### config.mk
export PLATFORM = sky130hd
export DESIGN_NAME = ipv6_fragment_planner_flat
export DESIGN_NICKNAME = d
export VERILOG_FILES = /design/src/sv/ipv6fp_pkg.sv /design/src/sv/ipv6fp_if.sv /design/src/sv/ipv6fp_div.sv /design/src/sv/ipv6_fragment_planner.sv /design/src/flat_wrapper.sv
export SDC_FILE = /design/constraint.sdc
export NUM_CORES = 1
export LEC_CHECK = 0
export ABC_AREA = 1
export BUFFER_PORTS_ARGS = -buffer_cell sky130_fd_sc_hd__buf_2
export CORE_MARGIN = 4
export CORE_UTILIZATION = 35
export DETAILED_ROUTE_END_ITERATION = 7
export PLACE_DENSITY = 0.49
export RECOVER_POWER = 100
export SLEW_MARGIN = 25
export SYNTH_ARGS = -nofsm -noshare
export SYNTH_HDL_FRONTEND = slang
export SYNTH_SLANG_ARGS = --single-unit
### constraint.sdc
create_clock -name clk_i -period 18.7 [get_ports clk_i]
set_clock_uncertainty 0.1 [all_clocks]
set_input_delay 3.74 -clock clk_i [delete_from_list [all_inputs] [get_ports clk_i]]
set_output_delay 3.74 -clock clk_i [all_outputs]
set_load 0.005 [all_outputs]
### src/sv/ipv6fp_pkg.sv
`timescale 1ns / 1ps

package ipv6fp_pkg;

  localparam int unsigned MIN_MTU      = 1280;
  localparam int unsigned MAX_FRAGS    = 64;
  localparam int unsigned IP6_HDR      = 40;
  localparam int unsigned FRAG_EXT_HDR = 8;
  localparam int unsigned JUMBO_LIMIT  = 65535 + IP6_HDR;

  localparam int unsigned DVD_W     = 17;
  localparam int unsigned DVS_W     = 16;
  localparam int unsigned DIV_STEPS = DVD_W;
  localparam int unsigned CNT_W     = $clog2(DIV_STEPS + 1);
  localparam int unsigned QHI_W     = DVD_W - $clog2(MAX_FRAGS);

  localparam int unsigned CFG_IDX_W  = 4;
  localparam int unsigned CFG_DATA_W = 16;

  typedef enum logic [CFG_IDX_W-1:0] {
    CFG_FS_LIMIT  = 4'd0,
    CFG_PMTU_MODE = 4'd1
  } cfg_idx_e;

  typedef enum logic [1:0] {
    PMTU_WANT = 2'd0,
    PMTU_DONT = 2'd1,
    PMTU_DO   = 2'd2
  } pmtu_e;

  typedef enum logic [1:0] {
    KIND_WHOLE  = 2'd0,
    KIND_FRAG   = 2'd1,
    KIND_REJECT = 2'd2
  } kind_e;

  typedef enum logic [2:0] {
    ST_IDLE,
    ST_CALC,
    ST_CHECK,
    ST_DIV,
    ST_EMIT
  } st_e;

  typedef struct packed {
    logic             start;
    logic [DVD_W-1:0] dividend;
    logic [DVS_W-1:0] divisor;
  } div_req_t;

  typedef struct packed {
    logic             done;
    logic [DVD_W-1:0] quot;
    logic [DVS_W-1:0] rem;
  } div_rsp_t;

  typedef struct packed {
    kind_e        result_kind;
    logic [15:0]  fragment_offset;
    logic         more_fragments;
    logic [31:0]  identification;
    logic [15:0]  header_payload_length;
    logic [15:0]  chunk_offset;
    logic [15:0]  chunk_length;
    logic         jumbo;
    logic [15:0]  mtu_used;
    logic         last;
  } out_item_t;

endpackage

### src/sv/ipv6fp_if.sv
`timescale 1ns / 1ps

interface ipv6fp_in_if;
  logic        valid;
  logic        ready;
  logic [15:0] payload_length;
  logic [7:0]  nonfrag_opt_len;
  logic [7:0]  frag_opt_len;
  logic [15:0] path_mtu;
  logic        raw_header;

  modport source (
    output valid, payload_length, nonfrag_opt_len, frag_opt_len, path_mtu, raw_header,
    input  ready
  );
  modport sink (
    input  valid, payload_length, nonfrag_opt_len, frag_opt_len, path_mtu, raw_header,
    output ready
  );
endinterface

interface ipv6fp_out_if;
  logic                  valid;
  logic                  ready;
  ipv6fp_pkg::kind_e     result_kind;
  logic [15:0]           fragment_offset;
  logic                  more_fragments;
  logic [31:0]           identification;
  logic [15:0]           header_payload_length;
  logic [15:0]           chunk_offset;
  logic [15:0]           chunk_length;
  logic                  jumbo;
  logic [15:0]           mtu_used;
  logic                  last;

  modport source (
    output valid, result_kind, fragment_offset, more_fragments, identification,
           header_payload_length, chunk_offset, chunk_length, jumbo, mtu_used, last,
    input  ready
  );
  modport sink (
    input  valid, result_kind, fragment_offset, more_fragments, identification,
           header_payload_length, chunk_offset, chunk_length, jumbo, mtu_used, last,
    output ready
  );
endinterface

interface ipv6fp_cfg_if;
  logic                              valid;
  logic                              ready;
  logic [ipv6fp_pkg::CFG_IDX_W-1:0]  index;
  logic [ipv6fp_pkg::CFG_DATA_W-1:0] data;

  modport source (output valid, index, data, input ready);
  modport sink (input valid, index, data, output ready);
endinterface

### src/sv/ipv6fp_div.sv
`timescale 1ns / 1ps

module ipv6fp_div (
  input  logic                 clk_i,
  input  logic                 rst_ni,
  input  ipv6fp_pkg::div_req_t req_i,
  output ipv6fp_pkg::div_rsp_t rsp_o
);

  logic                               busy_q;
  logic                               done_q;
  logic [ipv6fp_pkg::CNT_W-1:0]       cnt_q;
  logic [ipv6fp_pkg::DVD_W-1:0]       quo_q, quo_d;
  logic [ipv6fp_pkg::DVS_W-1:0]       rem_q, rem_d;
  logic [ipv6fp_pkg::DVS_W-1:0]       dvs_q;
  logic [ipv6fp_pkg::DVS_W:0]         rem_sh;
  logic                               ge;

  always_comb begin
    rem_sh = {rem_q, quo_q[ipv6fp_pkg::DVD_W-1]};
    ge     = rem_sh >= {1'b0, dvs_q};
    rem_d  = ge ? ipv6fp_pkg::DVS_W'(rem_sh - {1'b0, dvs_q}) : rem_sh[ipv6fp_pkg::DVS_W-1:0];
    quo_d  = {quo_q[ipv6fp_pkg::DVD_W-2:0], ge};
  end

  always_ff @(posedge clk_i or negedge rst_ni) begin
    if (!rst_ni) begin
      busy_q <= 1'b0;
      done_q <= 1'b0;
      cnt_q  <= '0;
    end else begin
      done_q <= 1'b0;
      if (req_i.start) begin
        busy_q <= 1'b1;
        cnt_q  <= '0;
      end else if (busy_q) begin
        cnt_q <= cnt_q + 1'b1;
        if (cnt_q == ipv6fp_pkg::CNT_W'(ipv6fp_pkg::DIV_STEPS - 1)) begin
          busy_q <= 1'b0;
          done_q <= 1'b1;
        end
      end
    end
  end

  always_ff @(posedge clk_i) begin
    if (req_i.start) begin
      quo_q <= req_i.dividend;
      rem_q <= '0;
      dvs_q <= req_i.divisor;
    end else if (busy_q) begin
      quo_q <= quo_d;
      rem_q <= rem_d;
    end
  end

  assign rsp_o = '{done: done_q, quot: quo_q, rem: rem_q};

endmodule

### src/sv/ipv6_fragment_planner.sv
`timescale 1ns / 1ps

// IPv6 fragment planner.
// in_i takes one datagram descriptor per request; in_i.ready is high only
// while the block is idle. out_o returns one or more results per datagram,
// the final one marked by last. cfg_i is always ready; write it only while
// the block is idle (index 0 fragment size, index 1 discovery mode).
// A whole packet, or a rejection on jumbo, raw header or mode do, is
// set in ST_CALC; a rejection on the MTU check is set in ST_CHECK.
// Any other datagram runs a 17-step shift-subtract divider in ST_DIV and
// then shows its first fragment, or its rejection for too many fragments;
// the following fragments come one per cycle while out_o.ready stays high.
// The next request is taken in the cycle after the last result is accepted.
// When the receiver stalls, the pending result holds in the output register
// and the sequencer waits.
// Reset clears the configuration to zero and sets the identification
// counter to one; no result is pending after reset.

module ipv6_fragment_planner (
  input  logic               clk_i,
  input  logic               rst_ni,
  ipv6fp_cfg_if.sink         cfg_i,
  ipv6fp_in_if.sink          in_i,
  ipv6fp_out_if.source       out_o
);

  ipv6fp_pkg::st_e       st_q, st_d;
  logic [15:0]           fs_limit_q;
  logic [1:0]            pmtu_mode_q;
  logic [31:0]           ident_q, ident_d;

  logic [15:0]           len_q, len_d;
  logic [7:0]            nflen_q, nflen_d;
  logic [7:0]            flen_q, flen_d;
  logic [15:0]           pmtu_q, pmtu_d;
  logic                  raw_q, raw_d;
  logic [15:0]           mtu_q, mtu_d;
  logic [15:0]           flen8_q, flen8_d;
  logic [ipv6fp_pkg::DVD_W-1:0] dvd_q, dvd_d;
  logic [16:0]           off_q, off_d;
  logic                  tot_zero_q, tot_zero_d;
  ipv6fp_pkg::out_item_t out_q, out_d;

  ipv6fp_pkg::div_req_t  div_req;
  ipv6fp_pkg::div_rsp_t  div_rsp;

  logic [15:0]           fs_sat;
  logic [15:0]           mtu_c;
  logic [16:0]           pkt_c;
  logic                  jumbo_c;
  logic [8:0]            unfrag_c;
  logic [16:0]           room_c;
  logic [15:0]           flen8_c;
  logic [16:0]           total_c;
  logic [16:0]           last_off_c;
  logic [15:0]           tail_len_c;
  logic [16:0]           nxt_off_c;

  function automatic ipv6fp_pkg::out_item_t make_reject(logic [15:0] mtu, logic jumbo);
    ipv6fp_pkg::out_item_t r;
    r             = '0;
    r.result_kind = ipv6fp_pkg::KIND_REJECT;
    r.jumbo       = jumbo;
    r.mtu_used    = mtu;
    r.last        = 1'b1;
    return r;
  endfunction

  ipv6fp_div u_div (
    .clk_i  (clk_i),
    .rst_ni (rst_ni),
    .req_i  (div_req),
    .rsp_o  (div_rsp)
  );

  assign cfg_i.ready = 1'b1;
  assign in_i.ready  = (st_q == ipv6fp_pkg::ST_IDLE);
  assign out_o.valid = (st_q == ipv6fp_pkg::ST_EMIT);

  assign out_o.result_kind           = out_q.result_kind;
  assign out_o.fragment_offset       = out_q.fragment_offset;
  assign out_o.more_fragments        = out_q.more_fragments;
  assign out_o.identification        = out_q.identification;
  assign out_o.header_payload_length = out_q.header_payload_length;
  assign out_o.chunk_offset          = out_q.chunk_offset;
  assign out_o.chunk_length          = out_q.chunk_length;
  assign out_o.jumbo                 = out_q.jumbo;
  assign out_o.mtu_used              = out_q.mtu_used;
  assign out_o.last                  = out_q.last;

  always_comb begin
    // effective MTU and packet size
    fs_sat = fs_limit_q;
    if (fs_limit_q != '0 && fs_limit_q < 16'(ipv6fp_pkg::MIN_MTU)) begin
      fs_sat = 16'(ipv6fp_pkg::MIN_MTU);
    end
    mtu_c = pmtu_q;
    if (fs_sat < pmtu_q) begin
      if (fs_sat != '0) begin
        mtu_c = fs_sat;
      end else if (pmtu_mode_q == ipv6fp_pkg::PMTU_DONT) begin
        mtu_c = 16'(ipv6fp_pkg::MIN_MTU);
      end
    end
    if (raw_q) begin
      pkt_c = {1'b0, len_q};
    end else begin
      pkt_c = {1'b0, len_q} + 17'(ipv6fp_pkg::IP6_HDR) + 17'(flen_q) + 17'(nflen_q);
    end
    jumbo_c = !raw_q && (pkt_c > 17'(ipv6fp_pkg::JUMBO_LIMIT));

    // fragmentable room per fragment
    unfrag_c = 9'(ipv6fp_pkg::IP6_HDR + ipv6fp_pkg::FRAG_EXT_HDR) + 9'(nflen_q);
    room_c   = {1'b0, mtu_q} - 17'(unfrag_c);
    flen8_c  = {room_c[15:3], 3'b000};
    total_c  = {1'b0, len_q} + 17'(flen_q);

    // last fragment from quotient and remainder
    last_off_c = tot_zero_q ? '0 : (dvd_q - 17'(div_rsp.rem));
    tail_len_c = tot_zero_q ? '0 : (div_rsp.rem + 16'd1);
    nxt_off_c  = off_q - {1'b0, flen8_q};
  end

  always_comb begin
    st_d       = st_q;
    ident_d    = ident_q;
    len_d      = len_q;
    nflen_d    = nflen_q;
    flen_d     = flen_q;
    pmtu_d     = pmtu_q;
    raw_d      = raw_q;
    mtu_d      = mtu_q;
    flen8_d    = flen8_q;
    dvd_d      = dvd_q;
    off_d      = off_q;
    tot_zero_d = tot_zero_q;
    out_d      = out_q;
    div_req    = '0;

    case (st_q)
      ipv6fp_pkg::ST_IDLE: begin
        if (in_i.valid) begin
          len_d   = in_i.payload_length;
          nflen_d = in_i.nonfrag_opt_len;
          flen_d  = in_i.frag_opt_len;
          pmtu_d  = in_i.path_mtu;
          raw_d   = in_i.raw_header;
          st_d    = ipv6fp_pkg::ST_CALC;
        end
      end

      ipv6fp_pkg::ST_CALC: begin
        mtu_d = mtu_c;
        if (!jumbo_c && pkt_c <= {1'b0, mtu_c}) begin
          out_d                       = '0;
          out_d.result_kind           = ipv6fp_pkg::KIND_WHOLE;
          out_d.header_payload_length = raw_q ? '0
                                      : 16'(pkt_c - 17'(ipv6fp_pkg::IP6_HDR));
          out_d.chunk_length          = len_q;
          out_d.mtu_used              = mtu_c;
          out_d.last                  = 1'b1;
          st_d                        = ipv6fp_pkg::ST_EMIT;
        end else if (raw_q || jumbo_c || pmtu_mode_q == ipv6fp_pkg::PMTU_DO) begin
          out_d = make_reject(mtu_c, jumbo_c);
          st_d  = ipv6fp_pkg::ST_EMIT;
        end else begin
          st_d = ipv6fp_pkg::ST_CHECK;
        end
      end

      ipv6fp_pkg::ST_CHECK: begin
        if (mtu_q <= 16'(unfrag_c) || flen8_c == '0 || flen8_c < 16'(flen_q)) begin
          out_d = make_reject(mtu_q, 1'b0);
          st_d  = ipv6fp_pkg::ST_EMIT;
        end else begin
          flen8_d          = flen8_c;
          tot_zero_d       = (total_c == '0);
          dvd_d            = (total_c == '0) ? '0 : (total_c - 17'd1);
          div_req.start    = 1'b1;
          div_req.dividend = (total_c == '0) ? '0 : (total_c - 17'd1);
          div_req.divisor  = flen8_c;
          st_d             = ipv6fp_pkg::ST_DIV;
        end
      end

      ipv6fp_pkg::ST_DIV: begin
        if (div_rsp.done) begin
          st_d = ipv6fp_pkg::ST_EMIT;
          if (div_rsp.quot[ipv6fp_pkg::DVD_W-1 -: ipv6fp_pkg::QHI_W] != '0) begin
            out_d = make_reject(mtu_q, 1'b0);
          end else begin
            ident_d = (ident_q == 32'hFFFF_FFFF) ? 32'd1 : (ident_q + 32'd1);
            off_d   = last_off_c;
            out_d                       = '0;
            out_d.result_kind           = ipv6fp_pkg::KIND_FRAG;
            out_d.identification        = ident_q;
            out_d.header_payload_length = 16'(ipv6fp_pkg::FRAG_EXT_HDR) + 16'(nflen_q)
                                        + tail_len_c;
            out_d.mtu_used              = mtu_q;
            if (div_rsp.quot == '0) begin
              out_d.chunk_length = tail_len_c - 16'(flen_q);
              out_d.last         = 1'b1;
            end else begin
              out_d.fragment_offset = last_off_c[15:0];
              out_d.chunk_offset    = 16'(last_off_c - 17'(flen_q));
              out_d.chunk_length    = tail_len_c;
            end
          end
        end
      end

      ipv6fp_pkg::ST_EMIT: begin
        if (out_o.ready) begin
          if (out_q.last) begin
            st_d = ipv6fp_pkg::ST_IDLE;
          end else begin
            off_d                       = nxt_off_c;
            out_d.fragment_offset       = nxt_off_c[15:0];
            out_d.more_fragments        = 1'b1;
            out_d.header_payload_length = 16'(ipv6fp_pkg::FRAG_EXT_HDR) + 16'(nflen_q)
                                        + flen8_q;
            if (nxt_off_c == '0) begin
              out_d.chunk_offset = '0;
              out_d.chunk_length = flen8_q - 16'(flen_q);
              out_d.last         = 1'b1;
            end else begin
              out_d.chunk_offset = 16'(nxt_off_c - 17'(flen_q));
              out_d.chunk_length = flen8_q;
              out_d.last         = 1'b0;
            end
          end
        end
      end

      default: begin
        st_d = ipv6fp_pkg::ST_IDLE;
      end
    endcase
  end

  always_ff @(posedge clk_i or negedge rst_ni) begin
    if (!rst_ni) begin
      st_q        <= ipv6fp_pkg::ST_IDLE;
      fs_limit_q  <= '0;
      pmtu_mode_q <= '0;
      ident_q     <= 32'd1;
    end else begin
      st_q    <= st_d;
      ident_q <= ident_d;
      if (cfg_i.valid) begin
        if (cfg_i.index == ipv6fp_pkg::CFG_FS_LIMIT) begin
          fs_limit_q <= cfg_i.data;
        end else if (cfg_i.index == ipv6fp_pkg::CFG_PMTU_MODE) begin
          pmtu_mode_q <= cfg_i.data[1:0];
        end
      end
    end
  end

  always_ff @(posedge clk_i) begin
    len_q      <= len_d;
    nflen_q    <= nflen_d;
    flen_q     <= flen_d;
    pmtu_q     <= pmtu_d;
    raw_q      <= raw_d;
    mtu_q      <= mtu_d;
    flen8_q    <= flen8_d;
    dvd_q      <= dvd_d;
    off_q      <= off_d;
    tot_zero_q <= tot_zero_d;
    out_q      <= out_d;
  end

endmodule

### src/flat_wrapper.sv
// flat-port wrapper written by rule: the top's interface ports become plain ports
module ipv6_fragment_planner_flat 
  (clk_i, rst_ni, cfg_i_valid, cfg_i_index, cfg_i_data, cfg_i_ready, in_i_valid, in_i_payload_length, in_i_nonfrag_opt_len, in_i_frag_opt_len, in_i_path_mtu, in_i_raw_header, in_i_ready, out_o_valid, out_o_result_kind, out_o_fragment_offset, out_o_more_fragments, out_o_identification, out_o_header_payload_length, out_o_chunk_offset, out_o_chunk_length, out_o_jumbo, out_o_mtu_used, out_o_last, out_o_ready);
  ipv6fp_cfg_if cfg_i_i ();
  ipv6fp_in_if in_i_i ();
  ipv6fp_out_if out_o_i ();
  input  logic clk_i;
  input  logic rst_ni;
  input wire logic [$bits(cfg_i_i.valid)-1:0] cfg_i_valid;
  input wire logic [$bits(cfg_i_i.index)-1:0] cfg_i_index;
  input wire logic [$bits(cfg_i_i.data)-1:0] cfg_i_data;
  output wire logic [$bits(cfg_i_i.ready)-1:0] cfg_i_ready;
  input wire logic [$bits(in_i_i.valid)-1:0] in_i_valid;
  input wire logic [$bits(in_i_i.payload_length)-1:0] in_i_payload_length;
  input wire logic [$bits(in_i_i.nonfrag_opt_len)-1:0] in_i_nonfrag_opt_len;
  input wire logic [$bits(in_i_i.frag_opt_len)-1:0] in_i_frag_opt_len;
  input wire logic [$bits(in_i_i.path_mtu)-1:0] in_i_path_mtu;
  input wire logic [$bits(in_i_i.raw_header)-1:0] in_i_raw_header;
  output wire logic [$bits(in_i_i.ready)-1:0] in_i_ready;
  output wire logic [$bits(out_o_i.valid)-1:0] out_o_valid;
  output wire logic [$bits(out_o_i.result_kind)-1:0] out_o_result_kind;
  output wire logic [$bits(out_o_i.fragment_offset)-1:0] out_o_fragment_offset;
  output wire logic [$bits(out_o_i.more_fragments)-1:0] out_o_more_fragments;
  output wire logic [$bits(out_o_i.identification)-1:0] out_o_identification;
  output wire logic [$bits(out_o_i.header_payload_length)-1:0] out_o_header_payload_length;
  output wire logic [$bits(out_o_i.chunk_offset)-1:0] out_o_chunk_offset;
  output wire logic [$bits(out_o_i.chunk_length)-1:0] out_o_chunk_length;
  output wire logic [$bits(out_o_i.jumbo)-1:0] out_o_jumbo;
  output wire logic [$bits(out_o_i.mtu_used)-1:0] out_o_mtu_used;
  output wire logic [$bits(out_o_i.last)-1:0] out_o_last;
  input wire logic [$bits(out_o_i.ready)-1:0] out_o_ready;
  assign cfg_i_i.valid = cfg_i_valid;
  assign cfg_i_i.index = cfg_i_index;
  assign cfg_i_i.data = cfg_i_data;
  assign cfg_i_ready = cfg_i_i.ready;
  assign in_i_i.valid = in_i_valid;
  assign in_i_i.payload_length = in_i_payload_length;
  assign in_i_i.nonfrag_opt_len = in_i_nonfrag_opt_len;
  assign in_i_i.frag_opt_len = in_i_frag_opt_len;
  assign in_i_i.path_mtu = in_i_path_mtu;
  assign in_i_i.raw_header = in_i_raw_header;
  assign in_i_ready = in_i_i.ready;
  assign out_o_valid = out_o_i.valid;
  assign out_o_result_kind = out_o_i.result_kind;
  assign out_o_fragment_offset = out_o_i.fragment_offset;
  assign out_o_more_fragments = out_o_i.more_fragments;
  assign out_o_identification = out_o_i.identification;
  assign out_o_header_payload_length = out_o_i.header_payload_length;
  assign out_o_chunk_offset = out_o_i.chunk_offset;
  assign out_o_chunk_length = out_o_i.chunk_length;
  assign out_o_jumbo = out_o_i.jumbo;
  assign out_o_mtu_used = out_o_i.mtu_used;
  assign out_o_last = out_o_i.last;
  assign out_o_i.ready = out_o_ready;
  ipv6_fragment_planner u_core (.clk_i(clk_i), .rst_ni(rst_ni), .cfg_i(cfg_i_i), .in_i(in_i_i), .out_o(out_o_i));
endmodule
==> results of run 1 <==
cells in the mapped netlist (5+ instances only):
library cell / count
dfxtp_1: 16
clkbuf_1: 26
xnor2_1: 24
o22ai_1: 15
a21boi_0: 5
dfrtp_1: 59
nor3_2: 5
o21bai_1: 6
o21ai_0: 158
fa_1: 18
a31oi_1: 8
nor2_1: 273
nand2_1: 697
a21oi_1: 149
o31ai_1: 8
nand4_1: 48
inv_1: 475
buf_6: 9
buf_2: 8
nor2_2: 9
nand3_1: 265
nor2_4: 8
o221ai_1: 5
o21ai_1: 19
o211ai_1: 12
nor4_1: 23
nand3b_1: 18
mux2_2: 5
nor3_1: 51
xor2_1: 77
nand3_2: 6
ha_1: 167
inv_2: 13
buf_1: 5
a21o_1: 8
or2_2: 13
nand2_2: 17
edfxtp_1: 260
buf_4: 8
cell type report:
class / count / area (um2)
clock inverters: 22 / 246
flip-flops and latches: 336 / 9630
inverters: 488 / 1830
diodes: 1 / 2.50
well taps: 873 / 1090
multi-input cells: 2161 / 12100
repair buffers: 206 / 905
clock buffers: 58 / 1170
fillers: 7038 / 40600
power breakdown:
part	switching, mW	internal [mW]	leakage [nW]
Sequential	0.191	1.25	3.37
Combinational	1.92	0.853	8.23
Clock	0.349	0.499	0.679
Total	2.46	2.61	12.3
metrics by stage:
stage                     total power [mW]  worst slack (ps)
after floorplan                       3.27             11480
after global placement                4.21             12650
after detailed placement              4.24             12510
after CTS                             5.12             12480
after global routing                  5.50              8790
final                                 5.06              9720
metal layers:
layer	track usage (%)	vias to the layer above	share of wire [%]
met5	0	-	0
met1	29.9	9989	45
met3	2.59	134	4.8
li1	-	10500	-
met4	6.61	0	3.3
met2	36.9	588	47
worst max path at each step:
stage	startpoint	end	slack (ps)
2_1_floorplan	out_o_ready	u_core.out_o.chunk_length[0]	11480
3_3_place_gp	u_core.flen_q[2]	u_core.out_o.chunk_offset[0]	12650
3_5_place_dp	u_core.flen_q[1]	u_core.out_o.chunk_offset[0]	12510
4_1_cts	u_core.flen_q[1]	u_core.out_o.chunk_length[0]	12480
5_1_grt	u_core.fs_limit_q[13]	u_core.out_o.header_payload_length[6]	8790
6_report	u_core.fs_limit_q[14]	u_core.out_o.header_payload_length[6]	9720
worst reg2reg max path: cells and delay by family, from the launching register on:
family / cells / cell delay [ps]
AND/OR/NAND/NOR: 18 / 4070
buffers and inverters: 4 / 2160
AO/OA/AOI/OAI: 5 / 1180
adder cells (fa/ha/maj): 2 / 580
flip-flops: 1 / 380
flip-flops by register name, indices dropped and copies added (netlist names), 17 cells and up:
signal,count
u_core.ident_q,32
u_core.out_o.identification,32
u_core.dvd_q,17
u_core.off_q,17
u_core.u_div.quo_q,17
kinds of logic (layout without fill, tap and decap cells):
family,Yosys count,count (layout),synth area share (%)
adders and majority gates,185,185,10.2
DFF,336,336,40.1
buffers and inverters,546,774,9.08
and+or+nand+nor,1451,1451,26.8
other,1,2,0.0156
xor gates and xnor gates,106,106,4.03
muxes,5,5,0.235
AOI/OAI and AO/OA,413,413,9.52
==> metrics.md, run 1 <==
| Metric | Value |
|---|---|
| Outcome | complete, but fails checks |
| Failing checks | capacitance limit, slew limit |
| Area Growth Syn to Fin | 12.3% |
| Setup Viol. Count Final | 0 |
| Worst min path class | reg2reg |
| Avg Vias per Cell | 5.12 |
| Min-delay src | u_core.ident_q[10] |
| Critical path's most frequent cell | nand2_1 |
| WL final | 82.1 mm |
| Cell family with the largest share of critical-path delay | simple AND/OR/NAND/NOR gates |
| Port Buffer Count | 192 |
| CTS sink count | 336 |
| IO Count | 194 |
| Initial antenna violation count | 3 |
| Async S/R FF share, synth | 17.9% |
| Max-slew violations | 461 |
| Most common cell after layout, fill and taps aside | nand2_1 |
| Post-CTS sizing | 0 |
| Worst EP arrival | 9020 ps |
| CTS Buf Count | 43 |
| Final design utilization | 39.9% |
| R2R setup slack | 9720 ps |
| H-tree levels | 2 |
| Max-slew headroom | -161% |
| Die area | 72800 um2 |
| Clock slew at reported path FFs | 60 ps |
| Total setup buffers inserted after CTS | 0 |
| Core box area | 67500 um2 |
| Cell Rows | 95 |
| Fin area | 26900 um2 |
| Vias in the first global route | 21.1k |
| Vias post-DR | 21.2k |
| CP max stage delay | 1910 ps |
| Req. time, crit path | 18740 ps |
| Root Buffer | clkbuf_16 |
| Grt total ovfl | 0 |
| Placed instance area | 25800 um2 |
| Final hold slack | 389 ps |
| Seq/Total Area, Yosys | 40.1% |
| Post-CTS Hold Fix Bufs | 0 |
| Hold path endpoint | u_core.ident_q[10] |
| Fmax | 0.111 GHz |
| Area contributors post-synth | edfxtp_1 (33%), nand2_1 (11%), ha_1 (8.7%), inv_1 (7.4%), dfrtp_1 (6.2%) |
| Placed Cells | 4063 |
| First-pass GRT wire length | 125 mm |
| CP Max Fanout | 45 |
| Least-Margin Pin Slew | 3920 ps |
| CP endpoint kind | register |
| Tcrit/Tclk final | 48.0% |
| Most used DFF post-synth | edfxtp_1 |
| Drt initial violations | 1524 |
| CP max-delay cell | clkbuf_1 |
| Max-cap viol count | 11 |
| End of the worst register-to-register path | u_core.out_o.header_payload_length[6] |
| CTS Buffer Depth | 3 |
| DP HPWL | 65.7 mm |
| CP bufs+invs | 4 |
| Gp weighted congestion | 0.955 |
| Worst setup SP type | register |
| Netlist cell types | 68 |
| Number of iterations in the first detailed-routing pass | 5 |
| Yosys top cell by area | edfxtp_1 |
| Setup CP Type | reg2reg |
| Syn Nets | 3302 |
| Synth Cell Area | 24000 um2 |
| Final hold vios | 0 |
| Die X-Extent | 270 um |
| Die Span Y | 270 um |
| CP Depth | 29 |
| EDFF count, synth | 260 |
| Fraction of post-synthesis cell area in the top cell type by area | 32.5% |
| Max IR drop VDD | 0.0904 mV |
| Post-Layout Cell Count | 4145 |
| Commonest cells after routing, fill and taps aside | nand2_1 (703), inv_1 (480), nor2_1 (283) |
| Static leakage | 12.3 nW |
| Worst r2r src | u_core.fs_limit_q[14] |
| Unrepaired setup endpoints after global routing | no |
| Ys Warns | 0 |
| Avg Inst Size Synth | 7.88 um2 |
| Post-layout net count | 3495 |
| Initial Utilization | 35.5% |
| Cells after Synth | 3043 |
| #FFs+latches synth | 336 |
| Total track usage | 22.0% |
| TNS Setup | 0 ps |
| Post-route DRC | 0 |
| Worst skew pair latency | 580 ps |
| Worst r2r path cells | 29 |
| Post-DR wirelength/cell | 19.8 um |
| Minimum clock period after layout | 8980 ps |
| Worst hold path cell count | 1 |
| Power Dens Cells | 188 nW/um2 |
| Proportion of layout cells with a drive suffix above 1 | 7.12% |
| Largest net degree at the start of global routing | 69 |
| Post-route antenna net violation count | 0 |
| TritonCTS clock tree | yes |
No activity file was read; power rests on OpenSTA's default activity.
==> inputs of run 2 (changes only) <==
Settings changed: PLACE_DENSITY 0.49 to 0.51.
Clock period 18.7 ns to 7.66 ns, I/O delays scaled along.
==> run 2 against run 1 <==
  * The run still ends with capacitance limit, slew limit left
  * First-iteration DRC count is 9.7% higher
  * Final cell count shrank 0.12%
  * Sequential cell count is the same
  * Worst setup slack lost 8600 ps
  * Maximum frequency rose by 37%
  * Clock-buffer cell count fell by 4
  * Largest cell class unchanged
  * Total power rose by 150%
  * Sequential share of layout area down 0.13 points
==> metrics.md, run 2 (same netlist as run 1, synthesis figures left out) <==
| Metric | Value |
|---|---|
| Unrepaired setup endpoints after global routing | no |
| Worst r2r path cells | 12 |
| Tcrit/Tclk final | 85.6% |
| # fillers | 7051 |
| Clock slew at reported path FFs | 60 ps |
| Placed instance area | 25800 um2 |
| Drt initial violations | 1672 |
| Setup Viol. Count Final | 0 |
| CTS Buffer Depth | 3 |
| Worst min path class | reg2reg |
| Final hold vios | 0 |
| Critical path's most frequent cell | nor2_1 |
| CP bufs+invs | 5 |
| Commonest cells after routing, fill and taps aside | nand2_1 (702), inv_1 (479), nor2_1 (281) |
| Max-slew headroom | -161% |
| Post-Layout Cell Count | 4140 |
| Failing checks | capacitance limit, slew limit |
| Cell family with the largest share of critical-path delay | simple AND/OR/NAND/NOR gates |
| Die area | 72800 um2 |
| Metal-1 WL | 36.5 mm |
| Max IR drop VDD | 0.236 mV |
| DP HPWL | 65.4 mm |
| Sw Share | 48.1% |
| Worst hold path cell count | 1 |
| Vias in the first global route | 20.9k |
| Proportion of layout cells with a drive suffix above 1 | 7.13% |
| Sequential share of power | 28.0% |
| Grt total ovfl | 0 |
| Number of iterations in the first detailed-routing pass | 6 |
| Total setup buffers inserted after CTS | 0 |
| CTS sink count | 336 |
| Area Growth Syn to Fin | 12.7% |
| TritonCTS clock tree | yes |
| Post-layout net count | 3492 |
| Final worst setup slack | 1110 ps |
| Req. time, crit path | 7960 ps |
| First-pass GRT wire length | 123 mm |
| Die Span Y | 270 um |
| Clock power frac | 17.6% |
| Metal3 WL | 4.65 mm |
| Power Dens Cells | 461 nW/um2 |
| CTS Buf Count | 42 |
| Total Power | 12.5 mW |
| Max-cap viol count | 6 |
| Initial Utilization | 35.5% |
| Max-slew violations | 240 |
| Cell Rows | 95 |
| Net Switching | 5.99 mW |
| TNS Setup | 0 ps |
| CP endpoint kind | register |
| Placed Cells | 4061 |
| Setup CP Type | reg2reg |
| CP Max Fanout | 20 |
| Worst setup SP type | register |
| Minimum clock period after layout | 6550 ps |
| Worst EP arrival | 6860 ps |
| ANT cells | 0 |
| CP max stage delay | 1610 ps |
| Post-route antenna net violation count | 0 |
| Post-Place Worst Slack | 1600 ps |
| Root Buffer | clkbuf_16 |
| CP max-delay cell | nor2_1 |
| Final design utilization | 40.0% |
| Initial antenna violation count | 0 |
| Largest net degree at the start of global routing | 61 |
| Max Used Layer | met4 |
| H-tree levels | 2 |
| Least-Margin Pin Slew | 3910 ps |
| Fmax | 0.153 GHz |
| CP Depth | 12 |
| Int Pwr | 6.47 mW |
| Vias post-DR | 21.5k |
| Gp weighted congestion | 0.957 |
| Combinational share of power | 54.4% |
| Cell Chain, Critical Path | nor2_1 -> inv_1 -> nor2_1 -> inv_1 -> nor2_1 -> inv_2 -> nor2_1 -> clkbuf_1 -> inv_2 -> a21oi_1 -> o21ai_0 -> o21ai_0 |
| Routed wl met2 | 37.2 mm |
| IO Count | 194 |
| Outcome | complete, but fails checks |
| Post-CTS Hold Fix Bufs | 0 |
| Worst skew pair latency | 590 ps |
| Post-route DRC | 0 |
| Die X-Extent | 270 um |
| Most common cell after layout, fill and taps aside | nand2_1 |
| Post-DR wirelength/cell | 19.7 um |
| Post-CTS sizing | 0 |
| Fin area | 27000 um2 |
| Avg Vias per Cell | 5.20 |
| Core box area | 67500 um2 |
| WL final | 81.7 mm |
| Static leakage | 12.3 nW |
| Total track usage | 21.6% |
| Port Buffer Count | 192 |
| Final hold slack | 394 ps |
-- run 2: cell types whose count changed in the layout (fill, tap and decap cells not counted), sizes merged --
cell,change
diode,-1
bufinv,+5
clkinvlp,-3
buf,-5
inv,+4
clkinv,-4
clkbuf,-1
-- run 2: power groups by stage --
stage,clock [mW],combinational (mW),sequential [mW]
2_1_floorplan,0,4.61,3.37
3_3_place_gp,0,6.78,3.50
3_5_place_dp,0,6.84,3.50
4_1_cts,2.24,6.88,3.47
5_1_grt,2.32,7.61,3.56
6_report,2.19,6.78,3.48
-- run 2: worst paths after layout --
check                                    from                            to  slack, ps
max in group asynchronous              rst_ni         u_core.fs_limit_q[14]       2930
setup reg to reg               u_core.st_q[2]  u_core.out_o.chunk_offset[5]       1110
setup / recovery               u_core.st_q[2]  u_core.out_o.chunk_offset[5]       1110
hold reg to reg            u_core.ident_q[10]            u_core.ident_q[10]        390
min in group asynchronous              rst_ni            u_core.ident_q[14]       2300
hold / removal             u_core.ident_q[10]            u_core.ident_q[10]        390
-- run 2: layer usage --
layer	vias up	global-route usage, %
met2	678	35.3
met4	0	8.26
met5	-	0
met1	10200	29.1
met3	154	3.42
li1	10500	-
-- run 2: layout make-up --
cell class | count | area, um2 | share of cell area, %
Inverter | 488 | 1830 | 6.78
Multi-Input combinational cell | 2161 | 12100 | 44.6
Sequential cell | 336 | 9630 | 35.6
Clock inverter | 24 | 377 | 1.39
Tap cell | 873 | 1090 | 4.04
Timing Repair Buffer | 204 | 910 | 3.36
Clock buffer | 54 | 1130 | 4.16
-- run 2: worst register-to-register path: cells and delay by family, from the launching register on --
kind | cells | cell delay [ps]
AO/OA/AOI/OAI | 3 | 350
buffers and inverters | 5 | 1520
flip-flops | 1 | 420
AND/OR/NAND/NOR | 4 | 3980
